--- src/rtl/tick_event_divider_with_waits_macros.svh ---
// ----------------------------------------------------------------------------
// Tick event divider with waits: assertion macros
// Shared concurrent assertion forms; empty when SYNTHESIS is defined.
// ----------------------------------------------------------------------------
`ifndef TICK_EVENT_DIVIDER_WITH_WAITS_MACROS_SVH
`define TICK_EVENT_DIVIDER_WITH_WAITS_MACROS_SVH

`ifndef SYNTHESIS

// same-cycle implication
`define TEDW_ASSERT_IMP(lbl, clk, rst, ante, cons) \
   lbl: assert property (@(posedge clk) disable iff (rst) (ante) |-> (cons)) \
      else $error("tedw: assertion failed");

// next-cycle implication
`define TEDW_ASSERT_NXT(lbl, clk, rst, ante, cons) \
   lbl: assert property (@(posedge clk) disable iff (rst) (ante) |=> (cons)) \
      else $error("tedw: assertion failed");

`else

`define TEDW_ASSERT_IMP(lbl, clk, rst, ante, cons)
`define TEDW_ASSERT_NXT(lbl, clk, rst, ante, cons)

`endif

`endif

--- src/rtl/tedw_pkg.sv ---
// ----------------------------------------------------------------------------
// Tick event divider with waits: package
// Item types, command codes, register map and configuration struct.
// ----------------------------------------------------------------------------
`default_nettype none

package tedw_pkg;

   // command codes carried in an input item
   typedef enum logic [2:0] {
      OP_TICK            = 3'd0,
      OP_SERVICE         = 3'd1,
      OP_LOAD_TICK_WAIT  = 3'd2,
      OP_LOAD_SECOND_WAIT = 3'd3,
      OP_SET_RESET       = 3'd4,
      OP_CLEAR_RESET     = 3'd5
   } opcode_type;

   // register indexes (byte address is 4 * index)
   localparam int unsigned CSR_ADDR_W = 5;
   localparam logic [2:0] REG_TICKS_PER_SECOND  = 3'd0;
   localparam logic [2:0] REG_SECONDS_PER_LONG  = 3'd1;
   localparam logic [2:0] REG_IMMEDIATE_TICK    = 3'd2;
   localparam logic [2:0] REG_IMMEDIATE_SECOND  = 3'd3;
   localparam logic [2:0] REG_IMMEDIATE_LONG    = 3'd4;

   // register reset values
   localparam logic [7:0] TICKS_PER_SECOND_RST  = 8'd10;
   localparam logic [7:0] SECONDS_PER_LONG_RST  = 8'd10;
   localparam logic       IMMEDIATE_TICK_RST    = 1'b1;
   localparam logic       IMMEDIATE_SECOND_RST  = 1'b0;
   localparam logic       IMMEDIATE_LONG_RST    = 1'b0;

   // pending flag bit positions
   localparam int unsigned PEND_TICK   = 0;
   localparam int unsigned PEND_SECOND = 1;
   localparam int unsigned PEND_LONG   = 2;

   typedef struct packed {
      logic [2:0] opcode;
      logic [7:0] wait_amount;
   } req_item_type;

   typedef struct packed {
      logic       watchdog_kick;
      logic       run_tick_handler;
      logic       run_second_handler;
      logic       run_long_handler;
      logic       tick_pending;
      logic       second_pending;
      logic       long_pending;
      logic [7:0] tick_wait_left;
      logic [7:0] second_wait_left;
      logic       reset_requested;
   } rsp_item_type;

   // configuration handed from the register file to the step logic
   typedef struct packed {
      logic [7:0] ticks_per_second;
      logic [7:0] seconds_per_long_event;
      logic       immediate_tick_event;
      logic       immediate_second_event;
      logic       immediate_long_event;
   } cfg_type;

endpackage : tedw_pkg

`default_nettype wire

--- src/rtl/tedw_csr.sv ---
// ----------------------------------------------------------------------------
// Tick event divider with waits: register file
// APB-style configuration registers; writes and reads complete with no wait.
// ----------------------------------------------------------------------------
`default_nettype none

module tedw_csr (
   input  wire logic                              clock,
   input  wire logic                              reset,
   input  wire logic                              csr_psel,
   input  wire logic                              csr_penable,
   input  wire logic                              csr_pwrite,
   input  wire logic [tedw_pkg::CSR_ADDR_W-1:0]   csr_paddr,
   input  wire logic [31:0]                       csr_pwdata,
   output logic      [31:0]                       csr_prdata,
   output logic                                   csr_pready,
   output tedw_pkg::cfg_type                      cfg
);
   import tedw_pkg::*;

   cfg_type    cfg_ff;
   cfg_type    cfg_in;
   logic       wr_en;
   logic [2:0] reg_idx;

   assign csr_pready = 1'b1;
   assign wr_en      = csr_psel && csr_penable && csr_pwrite && csr_pready;
   assign reg_idx    = csr_paddr[CSR_ADDR_W-1:2];

   // write decode; unmapped indexes are dropped
   always_comb begin
      cfg_in = cfg_ff;
      if (wr_en) begin
         unique case (reg_idx)
            REG_TICKS_PER_SECOND: cfg_in.ticks_per_second       = csr_pwdata[7:0];
            REG_SECONDS_PER_LONG: cfg_in.seconds_per_long_event = csr_pwdata[7:0];
            REG_IMMEDIATE_TICK:   cfg_in.immediate_tick_event   = csr_pwdata[0];
            REG_IMMEDIATE_SECOND: cfg_in.immediate_second_event = csr_pwdata[0];
            REG_IMMEDIATE_LONG:   cfg_in.immediate_long_event   = csr_pwdata[0];
            default: ;
         endcase
      end
   end

   always_ff @(posedge clock) begin
      if (reset) begin
         cfg_ff.ticks_per_second       <= TICKS_PER_SECOND_RST;
         cfg_ff.seconds_per_long_event <= SECONDS_PER_LONG_RST;
         cfg_ff.immediate_tick_event   <= IMMEDIATE_TICK_RST;
         cfg_ff.immediate_second_event <= IMMEDIATE_SECOND_RST;
         cfg_ff.immediate_long_event   <= IMMEDIATE_LONG_RST;
      end else begin
         cfg_ff <= cfg_in;
      end
   end

   // read mux
   always_comb begin
      unique case (reg_idx)
         REG_TICKS_PER_SECOND: csr_prdata = {24'd0, cfg_ff.ticks_per_second};
         REG_SECONDS_PER_LONG: csr_prdata = {24'd0, cfg_ff.seconds_per_long_event};
         REG_IMMEDIATE_TICK:   csr_prdata = {31'd0, cfg_ff.immediate_tick_event};
         REG_IMMEDIATE_SECOND: csr_prdata = {31'd0, cfg_ff.immediate_second_event};
         REG_IMMEDIATE_LONG:   csr_prdata = {31'd0, cfg_ff.immediate_long_event};
         default:              csr_prdata = 32'd0;
      endcase
   end

   assign cfg = cfg_ff;

endmodule : tedw_csr

`default_nettype wire

--- src/rtl/tedw_step.sv ---
// ----------------------------------------------------------------------------
// Tick event divider with waits: step logic
// Divider, wait and flag state; computes one result per advanced item.
// ----------------------------------------------------------------------------
`default_nettype none

`include "tick_event_divider_with_waits_macros.svh"

module tedw_step (
   input  wire logic                   clock,
   input  wire logic                   reset,
   input  tedw_pkg::cfg_type           cfg,
   input  wire logic                   advance,
   input  tedw_pkg::req_item_type      item,
   output tedw_pkg::rsp_item_type      rsp
);
   import tedw_pkg::*;

   logic [7:0] tick_div_ff, tick_div_in;
   logic [7:0] sec_div_ff,  sec_div_in;
   logic [7:0] tick_wait_ff, tick_wait_in;
   logic [7:0] sec_wait_ff,  sec_wait_in;
   logic [2:0] pend_ff, pend_in;
   logic       reset_flag_ff, reset_flag_in;

   logic [7:0] tick_div_inc;
   logic [7:0] sec_div_inc;
   logic [7:0] tick_wait_dec;
   logic [7:0] sec_wait_dec;
   logic       kick, run_t, run_s, run_l;

   // saturating countdowns and wrapping divider increments
   assign tick_div_inc  = tick_div_ff + 8'd1;
   assign sec_div_inc   = sec_div_ff + 8'd1;
   assign tick_wait_dec = (tick_wait_ff != 8'd0) ? tick_wait_ff - 8'd1 : 8'd0;
   assign sec_wait_dec  = (sec_wait_ff != 8'd0) ? sec_wait_ff - 8'd1 : 8'd0;

   // next state and pulses for the item at the input register
   always_comb begin
      tick_div_in   = tick_div_ff;
      sec_div_in    = sec_div_ff;
      tick_wait_in  = tick_wait_ff;
      sec_wait_in   = sec_wait_ff;
      pend_in       = pend_ff;
      reset_flag_in = reset_flag_ff;
      kick  = 1'b0;
      run_t = 1'b0;
      run_s = 1'b0;
      run_l = 1'b0;
      unique case (item.opcode)
         OP_TICK: begin
            tick_div_in = tick_div_inc;
            if (tick_div_inc >= cfg.ticks_per_second) begin
               tick_div_in = 8'd0;
               if (cfg.immediate_second_event) begin
                  sec_wait_in = sec_wait_dec;
                  run_s       = 1'b1;
               end else begin
                  pend_in[PEND_SECOND] = 1'b1;
               end
               sec_div_in = sec_div_inc;
               if (sec_div_inc >= cfg.seconds_per_long_event) begin
                  sec_div_in = 8'd0;
                  if (cfg.immediate_long_event) begin
                     run_l = 1'b1;
                  end else begin
                     pend_in[PEND_LONG] = 1'b1;
                  end
               end
            end
            tick_wait_in = tick_wait_dec;
            kick         = !reset_flag_ff;
            if (cfg.immediate_tick_event) begin
               run_t = 1'b1;
            end else begin
               pend_in[PEND_TICK] = 1'b1;
            end
         end
         OP_SERVICE: begin
            run_t = pend_ff[PEND_TICK];
            run_l = pend_ff[PEND_LONG];
            if (pend_ff[PEND_SECOND]) begin
               sec_wait_in = sec_wait_dec;
               run_s       = 1'b1;
            end
            pend_in = 3'b000;
         end
         OP_LOAD_TICK_WAIT:   tick_wait_in  = item.wait_amount;
         OP_LOAD_SECOND_WAIT: sec_wait_in   = item.wait_amount;
         OP_SET_RESET:        reset_flag_in = 1'b1;
         OP_CLEAR_RESET:      reset_flag_in = 1'b0;
         default: ;
      endcase
   end

   // state commits only when the item moves on to the result register
   always_ff @(posedge clock) begin
      if (reset) begin
         tick_div_ff   <= 8'd0;
         sec_div_ff    <= 8'd0;
         tick_wait_ff  <= 8'd0;
         sec_wait_ff   <= 8'd0;
         pend_ff       <= 3'b000;
         reset_flag_ff <= 1'b0;
      end else if (advance) begin
         tick_div_ff   <= tick_div_in;
         sec_div_ff    <= sec_div_in;
         tick_wait_ff  <= tick_wait_in;
         sec_wait_ff   <= sec_wait_in;
         pend_ff       <= pend_in;
         reset_flag_ff <= reset_flag_in;
      end
   end

   // result fields
   always_comb begin
      rsp.watchdog_kick      = kick;
      rsp.run_tick_handler   = run_t;
      rsp.run_second_handler = run_s;
      rsp.run_long_handler   = run_l;
      rsp.tick_pending       = pend_in[PEND_TICK];
      rsp.second_pending     = pend_in[PEND_SECOND];
      rsp.long_pending       = pend_in[PEND_LONG];
      rsp.tick_wait_left     = tick_wait_in;
      rsp.second_wait_left   = sec_wait_in;
      rsp.reset_requested    = reset_flag_in;
   end

   `TEDW_ASSERT_NXT(a_service_clears, clock, reset, advance && item.opcode == OP_SERVICE, pend_ff == 3'b000)
   `TEDW_ASSERT_NXT(a_tick_wait_no_rise, clock, reset, advance && item.opcode != OP_LOAD_TICK_WAIT, tick_wait_ff <= $past(tick_wait_ff))
   `TEDW_ASSERT_NXT(a_set_reset_flag, clock, reset, advance && item.opcode == OP_SET_RESET, reset_flag_ff)
   `TEDW_ASSERT_NXT(a_hold_when_idle, clock, reset, !advance, $stable(pend_ff) && $stable(sec_wait_ff))

endmodule : tedw_step

`default_nettype wire

--- src/rtl/tick_event_divider_with_waits.sv ---
// ----------------------------------------------------------------------------
// Tick event divider with waits: top level
// Input register, step logic and result register, plus the register file.
// ----------------------------------------------------------------------------
//
//   channel   direction   payload          handshake
//   req_      in          req_item_type    req_valid / req_stall
//   rsp_      out         rsp_item_type    rsp_valid / rsp_stall
//   csr_      in/out      32-bit regs      APB-style, pready tied high
//
// One item per cycle sustained while rsp_stall is low; rsp_valid rises once the
// item has passed the input register and the step logic into the result register.
// Reset is synchronous; it clears the valid bits, counters and flags and loads the register reset values.
// A stalled result holds the result register; the input register then fills
// and req_stall rises in the same cycle as the result stays blocked.
// ----------------------------------------------------------------------------
`default_nettype none

`include "tick_event_divider_with_waits_macros.svh"

module tick_event_divider_with_waits (
   input  wire logic                              clock,
   input  wire logic                              reset,
   input  wire logic                              req_valid,
   output logic                                   req_stall,
   input  tedw_pkg::req_item_type                 req_item,
   output logic                                   rsp_valid,
   input  wire logic                              rsp_stall,
   output tedw_pkg::rsp_item_type                 rsp_item,
   input  wire logic                              csr_psel,
   input  wire logic                              csr_penable,
   input  wire logic                              csr_pwrite,
   input  wire logic [tedw_pkg::CSR_ADDR_W-1:0]   csr_paddr,
   input  wire logic [31:0]                       csr_pwdata,
   output logic      [31:0]                       csr_prdata,
   output logic                                   csr_pready
);
   import tedw_pkg::*;

   cfg_type      cfg;
   logic         in_valid_ff, in_valid_in;
   req_item_type in_item_ff;
   logic         out_valid_ff, out_valid_in;
   rsp_item_type out_item_ff;
   rsp_item_type step_rsp;
   logic         out_load;
   logic         advance;
   logic         req_take;

   tedw_csr u_csr (
      .clock       (clock),
      .reset       (reset),
      .csr_psel    (csr_psel),
      .csr_penable (csr_penable),
      .csr_pwrite  (csr_pwrite),
      .csr_paddr   (csr_paddr),
      .csr_pwdata  (csr_pwdata),
      .csr_prdata  (csr_prdata),
      .csr_pready  (csr_pready),
      .cfg         (cfg)
   );

   tedw_step u_step (
      .clock   (clock),
      .reset   (reset),
      .cfg     (cfg),
      .advance (advance),
      .item    (in_item_ff),
      .rsp     (step_rsp)
   );

   // flow control: result register frees when empty or taken
   assign out_load  = !out_valid_ff || !rsp_stall;
   assign advance   = in_valid_ff && out_load;
   assign req_stall = in_valid_ff && !out_load;
   assign req_take  = req_valid && !req_stall;

   assign in_valid_in  = req_take ? 1'b1 : (advance ? 1'b0 : in_valid_ff);
   assign out_valid_in = advance ? 1'b1 : (out_load ? 1'b0 : out_valid_ff);

   // valid bits
   always_ff @(posedge clock) begin
      if (reset) begin
         in_valid_ff  <= 1'b0;
         out_valid_ff <= 1'b0;
      end else begin
         in_valid_ff  <= in_valid_in;
         out_valid_ff <= out_valid_in;
      end
   end

   // payload registers
   always_ff @(posedge clock) begin
      if (req_take) begin
         in_item_ff <= req_item;
      end
      if (advance) begin
         out_item_ff <= step_rsp;
      end
   end

   assign rsp_valid = out_valid_ff;
   assign rsp_item  = out_item_ff;

   `TEDW_ASSERT_IMP(a_stall_only_when_full, clock, reset, req_stall, in_valid_ff && out_valid_ff && rsp_stall)
   `TEDW_ASSERT_NXT(a_advance_gives_result, clock, reset, advance, rsp_valid)
   `TEDW_ASSERT_NXT(a_take_fills_input, clock, reset, req_take, in_valid_ff)

endmodule : tick_event_divider_with_waits

`default_nettype wire

--- config.mk ---
export PLATFORM = sky130hd
export DESIGN_NAME = tick_event_divider_with_waits
export DESIGN_NICKNAME = d
export VERILOG_FILES = /design/src/rtl/tedw_pkg.sv /design/src/rtl/tedw_csr.sv /design/src/rtl/tedw_step.sv /design/src/rtl/tick_event_divider_with_waits.sv
export VERILOG_INCLUDE_DIRS = /design/src /design/src/rtl
export SDC_FILE = /design/constraint.sdc
export NUM_CORES = 1
export LEC_CHECK = 0
export BUFFER_PORTS_ARGS = -buffer_cell sky130_fd_sc_hd__buf_2
export CAP_MARGIN = 0
export CORE_MARGIN = 2
export CORE_UTILIZATION = 40
export CTS_BUF_LIST = sky130_fd_sc_hd__clkbuf_4 sky130_fd_sc_hd__clkbuf_8
export CTS_CLUSTER_DIAMETER = 60
export DETAILED_ROUTE_END_ITERATION = 8
export HOLD_SLACK_MARGIN = 0.08
export PLACE_DENSITY_LB_ADDON = 0.25
export SKIP_CTS_REPAIR_TIMING = 1
export SLEW_MARGIN = 30
export SYNTH_ARGS = -nofsm -noshare
export SYNTH_HDL_FRONTEND = slang
export SYNTH_SLANG_ARGS = --single-unit
--- constraint.sdc ---
create_clock -name clock -period 8 [get_ports clock]
set_input_delay 0.4 -clock clock [delete_from_list [all_inputs] [get_ports clock]]
set_output_delay 0.4 -clock clock [all_outputs]
set_load 0.02 [all_outputs]
======== Yosys cells after proc, flatten, opt, wreduce, memory -nomap -nowiden ========
Index checks and enable logic that the tools add are counted.
storage, ports and cells
  register bits ........................... 92
  output and inout port bits .............. 59
  logic and storage cells ................. 95
  bits of input ports ..................... 55
operators by class
  mux-type cells .......................... 31
  $lt $le $gt $ge ......................... 2
  reduce and logical (&&, ||, !) cells .... 24
  $add $sub $neg .......................... 4
  equality and inequality tests ........... 9
operators with widths
  operator                                                             number
  8-bit 2-to-1 mux                                                     7
  8-bit case mux with 5 select lines                                   1
  8-bit case mux with 3 select lines                                   1
  8-bit by 1-bit adder with 8-bit output (second input constant)       2
  8-bit greater-or-equal comparator                                    2
  8-bit case mux with 2 select lines                                   1
  8-bit nonzero test                                                   2
  8-bit by 1-bit subtractor with 8-bit output (second input constant)  2
  1-bit 2-to-1 mux                                                     15
  3-bit by 2-bit == test with 1-bit output (second input constant)     4
  2-bit AND reduction                                                  6
  3-bit == test (second input constant)                                3
  1-bit case mux with 2 select lines                                   4
  3-bit by 1-bit == test with 1-bit output (second input constant)     2
  3-bit logical NOT                                                    2
  3-bit case mux with 2 select lines                                   1
  1-bit logical AND                                                    5
  1-bit logical NOT                                                    5
  2-bit nonzero test                                                   2
  3-bit AND reduction                                                  1
  2-bit 2-to-1 mux                                                     1
  1-bit logical OR                                                     1

======== Longest topological paths before layout ========
Gate-level depths: netlist (run 1).
  depth in word-level cells ............... 7
  mapped depth ............................ 12

======== By module ========
Synthesis (run 1) repeated with hierarchy kept, for this count alone.
second synthesis, totals
  cell total of the unflattened synthesis .. 617
  area total of the unflattened synthesis .. 5622.9 µm²
by module, submodules not included
  module                         cells each  sequential area each (µm²)  area an instance (µm²)  instances
  tedw_step                      440         720.7                       3288.2                  1
  tedw_csr                       132         380.4                       1197.4                  1
  tick_event_divider_with_waits  45          1091.0                      1137.3                  1

======== Worst setup path before layout (run 1) ========
OpenSTA, ideal clock, no wires.
  kind .................................... register to register
  start point ............................. register u_step.tick_div_ff[2]
  end point ............................... register out_item_ff, in the netlist rsp_item[1], data pin
  buffers on the path ..................... 1
  slack ................................... 5.114 ns
  library setup time ...................... 0.254 ns
  stages on the path, launching flop included .. 12
  period minus slack after synthesis ...... 2.886 ns
  data arrival time ....................... 2.632 ns
  path through ............................ dfxtp_1 and3_1 and3_1 nand3_1 xnor2_1 ha_1 nand2_1 o41ai_2 and2_1 clkbuf_8 o21ai_0 a21o_2
RTL lines
  what                    RTL line                             text
  start, declared         tedw_step.sv:19                      logic [7:0] tick_div_ff, tick_div_in;
  start signal, assigned  tedw_step.sv:106                     tick_div_ff <= tick_div_in;
  end signal, assigned    tick_event_divider_with_waits.sv:98  out_item_ff <= step_rsp;
  end, declared           tick_event_divider_with_waits.sv:44  rsp_item_type out_item_ff;

==> impl_metrics.yaml, run 1 <==
worst_hold_path:
  hp-class: "input port to flop"
critical_path:
  cp_common_cell: "and3_1"
  end_kind: "flop"
  crit_type: "flop to flop"
  worstPathArrival_ns: 3.47
  crit_family: "simple AND/OR/NAND/NOR gates"
  cp_data_required_time_ns: 8.15
  cp_max_fo: 26
  crit_buf_inv: 1
  critPathMaxStageDelay_ns: 0.43
  cp_cell_sequence: "and3_1, and3_1, nand3_1, xnor2_1, ha_1, nand2_1, o41ai_4, buf_4, and2_1, o21ai_0, a21o_2"
  crit_slowest_cell: "and2_1"
  startpoint_type: "flop"
grt:
  grt_pass1_wl_mm: 21.3
  grt.overflow.total: 0
  grt_max_degree: 43
  antenna_found_initial: 0
  grtUsageTotal_pct: 18.6
  grt_pass1_vias: 4332
logic_synthesis:
  ys_types: 69
  synth_top_area_cell: "dfxtp_1"
  syn_inst: 609
  ys_seq_area_share_pct: 40.9
  async_reset_ff_share_pct: 0
  netlist_top_cells_area: "dfxtp_1 (21%), edfxtp_1 (20%), ha_1 (5.1%)"
  synth.top_cell.area_share_pct: 21.3
  synth-seq-cells: 92
  ys_top_cells_by_count: "nand2_1 (68), dfxtp_1 (57), nor2_1 (55)"
  syn_area_um2: 5360
  yosys_warnings: 0
  synth-edff-count: 35
  synth_ff_type: "dfxtp_1"
  synth_most_common_cell: "nand2_1"
  syn_area_per_cell_um2: 8.80
floorplanning:
  start_util_pct: 40.8
  die_w_um: 120
  dieArea_um2: 14300
  coreArea_um2: 13100
  row_count: 42
  die_h_um: 120
  ioPinCount: 114
layout:
  drive_gt1_share_pct: 14.8
  fillers: 1346
  final_nets: 734
  design_area_um2: 5860
  n_antenna_cell: 0
  area_growth_pct: 9.34
routing:
  avgViaCountPerCell: 5.42
  wl_met2_mm: 6.05
  vias: 4542
  drc: 0
  first_pass_iters: 5
  wl_mm: 13.0
  first_iter_violations: 343
  avgRoutedWirePerCell_um: 15.5
  wl_met3_um: 657
  topRoutingLayerUsed: "met4"
  wl_met1_mm: 6.11
  drtAntennaViolNets: 0
clocking:
  htree_levels: 3
  clock_latency_ns: 0.38
  cts.sinks: 92
  clkSlewWorstSetupHoldPaths_ns: 0.10
  cts_tree: "built"
  clk_path_buf_depth: 2
  cts_made_buffers: 9
  clockRootBuffer: "clkbuf_8"
sta:
  setup_ws_ns: 4.68
  worstMarginPinSlew_ns: 0.866
  timing.final.crit_share_pct: 41.5
  slew_violations: 0
  hold_viol: 0
  setup_viol: 0
  fmax_mhz: 301
  slew_headroom_pct: 41.8
  skew_ns: 0.0115
  min_period_ns: 3.32
  tns_ns: 0
  rsz0062_at_grt: "no"
placed_design:
  dpl_worst_slack_ns: 4.73
  postPlaceCellArea_um2: 5620
  gp_congestion: 0.885
  dp_hpwl_mm: 9.31
  port_buffers: 62
power_and_ir_drop:
  p_leak_nw: 2.40
  p_per_area_nw_per_um2: 172
  peakVddDrop_mv: 0.0893
run_status:
  outcome: "finished, final reports clean"
flow_run:
  cap_violations: 0
==> flip-flops by register name (all words and copies together) (netlist names) <==
name	cells
u_step.tick_div_ff	8
rsp_valid	1
in_item_ff	11
in_valid_ff	1
u_step.sec_wait_ff	8
u_step.tick_wait_ff	8
u_step.reset_flag_ff	1
u_csr.cfg	19
rsp_item	24
u_step.sec_div_ff	8
u_step.pend_ff	3
==> worst reg2reg max path, delay by kind of cell (launching register included) <==
family / cells / cell delay, ns
flip-flops: 1 / 0.42
AO/OA/AOI/OAI: 3 / 0.71
buffers and inverters: 1 / 0.32
AND/OR/NAND/NOR: 5 / 1.17
XOR/XNOR: 1 / 0.16
adder cells (fa/ha/maj): 1 / 0.30
==> where the power goes <==
part	internal [mW]	switching [mW]
combinational	0.0430	0.0918
sequential	0.503	0.0137
clock	0.178	0.180
==> placed cells by master (no fill, tap or decap), types with 7 or more instances in the layout <==
cell type	n
a21oi_1	49
and3_1	7
buf_2	62
clkbuf_8	9
conb_1	25
dfxtp_1	57
edfxtp_1	35
ha_1	22
inv_1	31
mux2i_1	20
nand2_1	68
nand2b_1	8
nand3_1	32
nor2_1	55
nor3_1	19
o21a_1	7
o21ai_0	37
==> path summary, 6_finish.rpt <==
kind	from	slack, ns	endpoint	cells past startpoint
setup / recovery	u_step.tick_div_ff[2]	4.68	rsp_item[1]	11
hold / removal	req_item[0]	0.19	in_item_ff[0]	1
setup reg to reg	u_step.tick_div_ff[2]	4.68	rsp_item[1]	11
hold reg to reg	u_step.pend_ff[0]	0.48	u_step.pend_ff[0]	2
==> kinds of logic after synthesis <==
family	share of synthesized area, %
AOI/OAI and AO/OA	18.8
xor gates and xnor gates	1.80
adders and majority gates	5.14
buffers and inverters	9.67
DFF	40.9
muxes	3.95
other	0.140
and+or+nand+nor	19.6
==> through the flow <==
stage	hold slack, ns	util, %	total power [mW]	instances
final	0.186	44.6	1.01	838
after global routing	0.169	44.6	1.05	838
after CTS	0.166	44.5	1.02	837
after detailed placement	0.467	42.8	0.660	821
after global placement	0.455	42.8	0.657	821
after floorplan	0.444	-	0.632	632
==> routing by layer <==
layer  vias up  global-route usage, %
met5         -                      0
met4         0                   7.35
met3        11                   2.99
met2       128                   29.3
met1      2162                   25.7
li1       2241                      -
==> area by class of cell <==
class                      count  area, um2  share of cell area (%)
multi-input combinational    455       2750                    47.0
sequential                    92       2190                    37.4
timing repair buffer          67        352                    6.00
tap                          176        220                    3.76
clock buffer                   9        124                    2.11
inverter                      32        120                    2.05
clock inverter                 7       96.3                    1.64
Note: power is estimated with default switching activity, not from simulation.
==> inputs of run 2 (changes only) <==
==> constraint.sdc (replaced) <==
create_clock -name clock -period 2.7 [get_ports clock]
set_input_delay 0.135 -clock clock [delete_from_list [all_inputs] [get_ports clock]]
set_output_delay 0.135 -clock clock [all_outputs]
set_load 0.02 [all_outputs]
==> impl_metrics.yaml, run 2 (synthesis gave the netlist of run 1 again) <==
run_status:
  outcome: "finished with violations"
  violations: "negative setup slack"
critical_path:
  worstPathArrival_ns: 2.85
  cp_max_fo: 9
  startpoint_type: "flop"
  end_kind: "flop"
  r2r-start: "u_step.tick_div_ff[1]"
  crit_path_start: "u_step.tick_div_ff[1]"
  cp_data_required_time_ns: 2.85
  crit_type: "flop to flop"
clocking:
  cts_made_buffers: 9
  clockRootBuffer: "clkbuf_8"
  clkSlewWorstSetupHoldPaths_ns: 0.09
  clk_path_buf_depth: 2
  clock_latency_ns: 0.39
  cts_tree: "built"
  htree_levels: 3
  cts.sinks: 92
routing:
  avgViaCountPerCell: 5.36
  vias: 4796
  wl_mm: 13.8
  drtAntennaViolNets: 0
  avgRoutedWirePerCell_um: 15.5
  drc: 0
  first_iter_violations: 389
  first_pass_iters: 5
floorplanning:
  dieArea_um2: 14300
  die_h_um: 120
  die_w_um: 120
  start_util_pct: 40.8
  coreArea_um2: 13100
  row_count: 42
  ioPinCount: 114
sta:
  fmax_mhz: 370
  slew_headroom_pct: 52.7
  skew_ns: 0.0121
  hold_viol: 0
  whs_ns: 0.107
  setup_viol: 1
  worstMarginPinSlew_ns: 0.704
  setup_ws_ns: -0.00206
  timing.final.crit_share_pct: 100
  min_period_ns: 2.70
  slew_violations: 0
  tns_ns: -0.00206
  rsz0062_at_grt: "yes"
layout:
  fillers: 1285
  drive_gt1_share_pct: 21.4
  final_common_cell: "nand2_1"
  seq_area_um2: 2200
  final_nets: 790
  final_core_util_pct: 48.8
  area_growth_pct: 19.7
  largest_register_ffs: 24
  multi_input_area_um2: 2850
  final_cell_mix: "nand2_1 (67), buf_2 (62), nor2_1 (54), dfxtp_1 (54), a21oi_1 (44)"
  n_antenna_cell: 0
  stdcell_count: 894
worst_hold_path:
  min_from: "reset"
  hp-class: "input port to flop"
placed_design:
  gp_congestion: 0.887
  dp_cells: 852
  dp_hpwl_mm: 9.78
  port_buffers: 62
power_and_ir_drop:
  sw_frac_of_total_pct: 28.5
  pwr-share-comb_pct: 15.7
  p_per_area_nw_per_um2: 457
  clockPowerShare_pct: 32.2
  power_frac_seq_pct: 52.1
  p_switching_mw: 0.834
  p_leak_nw: 2.67
  total_power_mw: 2.93
  peakVddDrop_mv: 0.275
  internal_power_mw: 2.10
grt:
  grt_max_degree: 26
  grt_pass1_vias: 4273
  grt.overflow.total: 0
  grt_pass1_wl_mm: 20.9
  grtUsageTotal_pct: 18.5
  antenna_found_initial: 0
flow_run:
  cap_violations: 0
run 2: final cells by class:
type	instances	share of cell area, %
Multi-Input combinational cell	455	44.4
Sequential cell	92	34.3
Timing Repair Buffer	123	13.0
Tap cell	176	3.43
Clock buffer	10	2.05
Inverter	32	1.87
Clock inverter	6	1.01
run 2: through the flow:
step | worst slack, ns | instance area, um2
final | -0.00206 | 6410
after floorplan | 0.00762 | 5470
after global routing | -0.102 | 6410
after detailed placement | -0.0635 | 5870
after CTS | -0.0741 | 6070
after global placement | -0.0626 | 5870
run 2: metal layers:
metal | up-vias | global-route usage [%] | part of all wire, %
met5 | - | 0 | 0
met4 | 0 | 5.37 | 1.4
met3 | 19 | 4.99 | 6.3
met2 | 172 | 29.5 | 47
met1 | 2265 | 24.8 | 45
li1 | 2340 | - | -
run 2: worst max-delay path, cell delays in order (launching register included):
cell and delay [ns]:
dfxtp_2 0.35, and3_4 0.18, and3_4 0.19, buf_4 0.11
xor2_1 0.18, ha_1 0.27, a21oi_1 0.19, o21a_1 0.17
o41ai_4 0.10, buf_6 0.16, buf_8 0.14, a211oi_2 0.20
nor2_1 0.07, o21a_1 0.17
run 2: power by group through the flow:
| stage | clock network [mW] | logic, mW | registers, mW |
|---|---|---|---|
| finish | 0.943 | 0.459 | 1.53 |
| global route | 1.03 | 0.501 | 1.53 |
| CTS | 0.981 | 0.426 | 1.53 |
| global placement | 0 | 0.418 | 1.56 |
| floorplan | 0 | 0.306 | 1.57 |
| detailed placement | 0 | 0.424 | 1.56 |
run 2: final timing paths:
| check | end | slack [ns] | cells after the start |
|---|---|---|---|
| setup / recovery | rsp_item[4] | -0.002 | 13 |
| hold / removal | u_csr.cfg[9] | 0.11 | 2 |
| setup reg to reg | rsp_item[4] | -0.002 | 13 |
| hold reg to reg | u_step.reset_flag_ff | 0.48 | 2 |
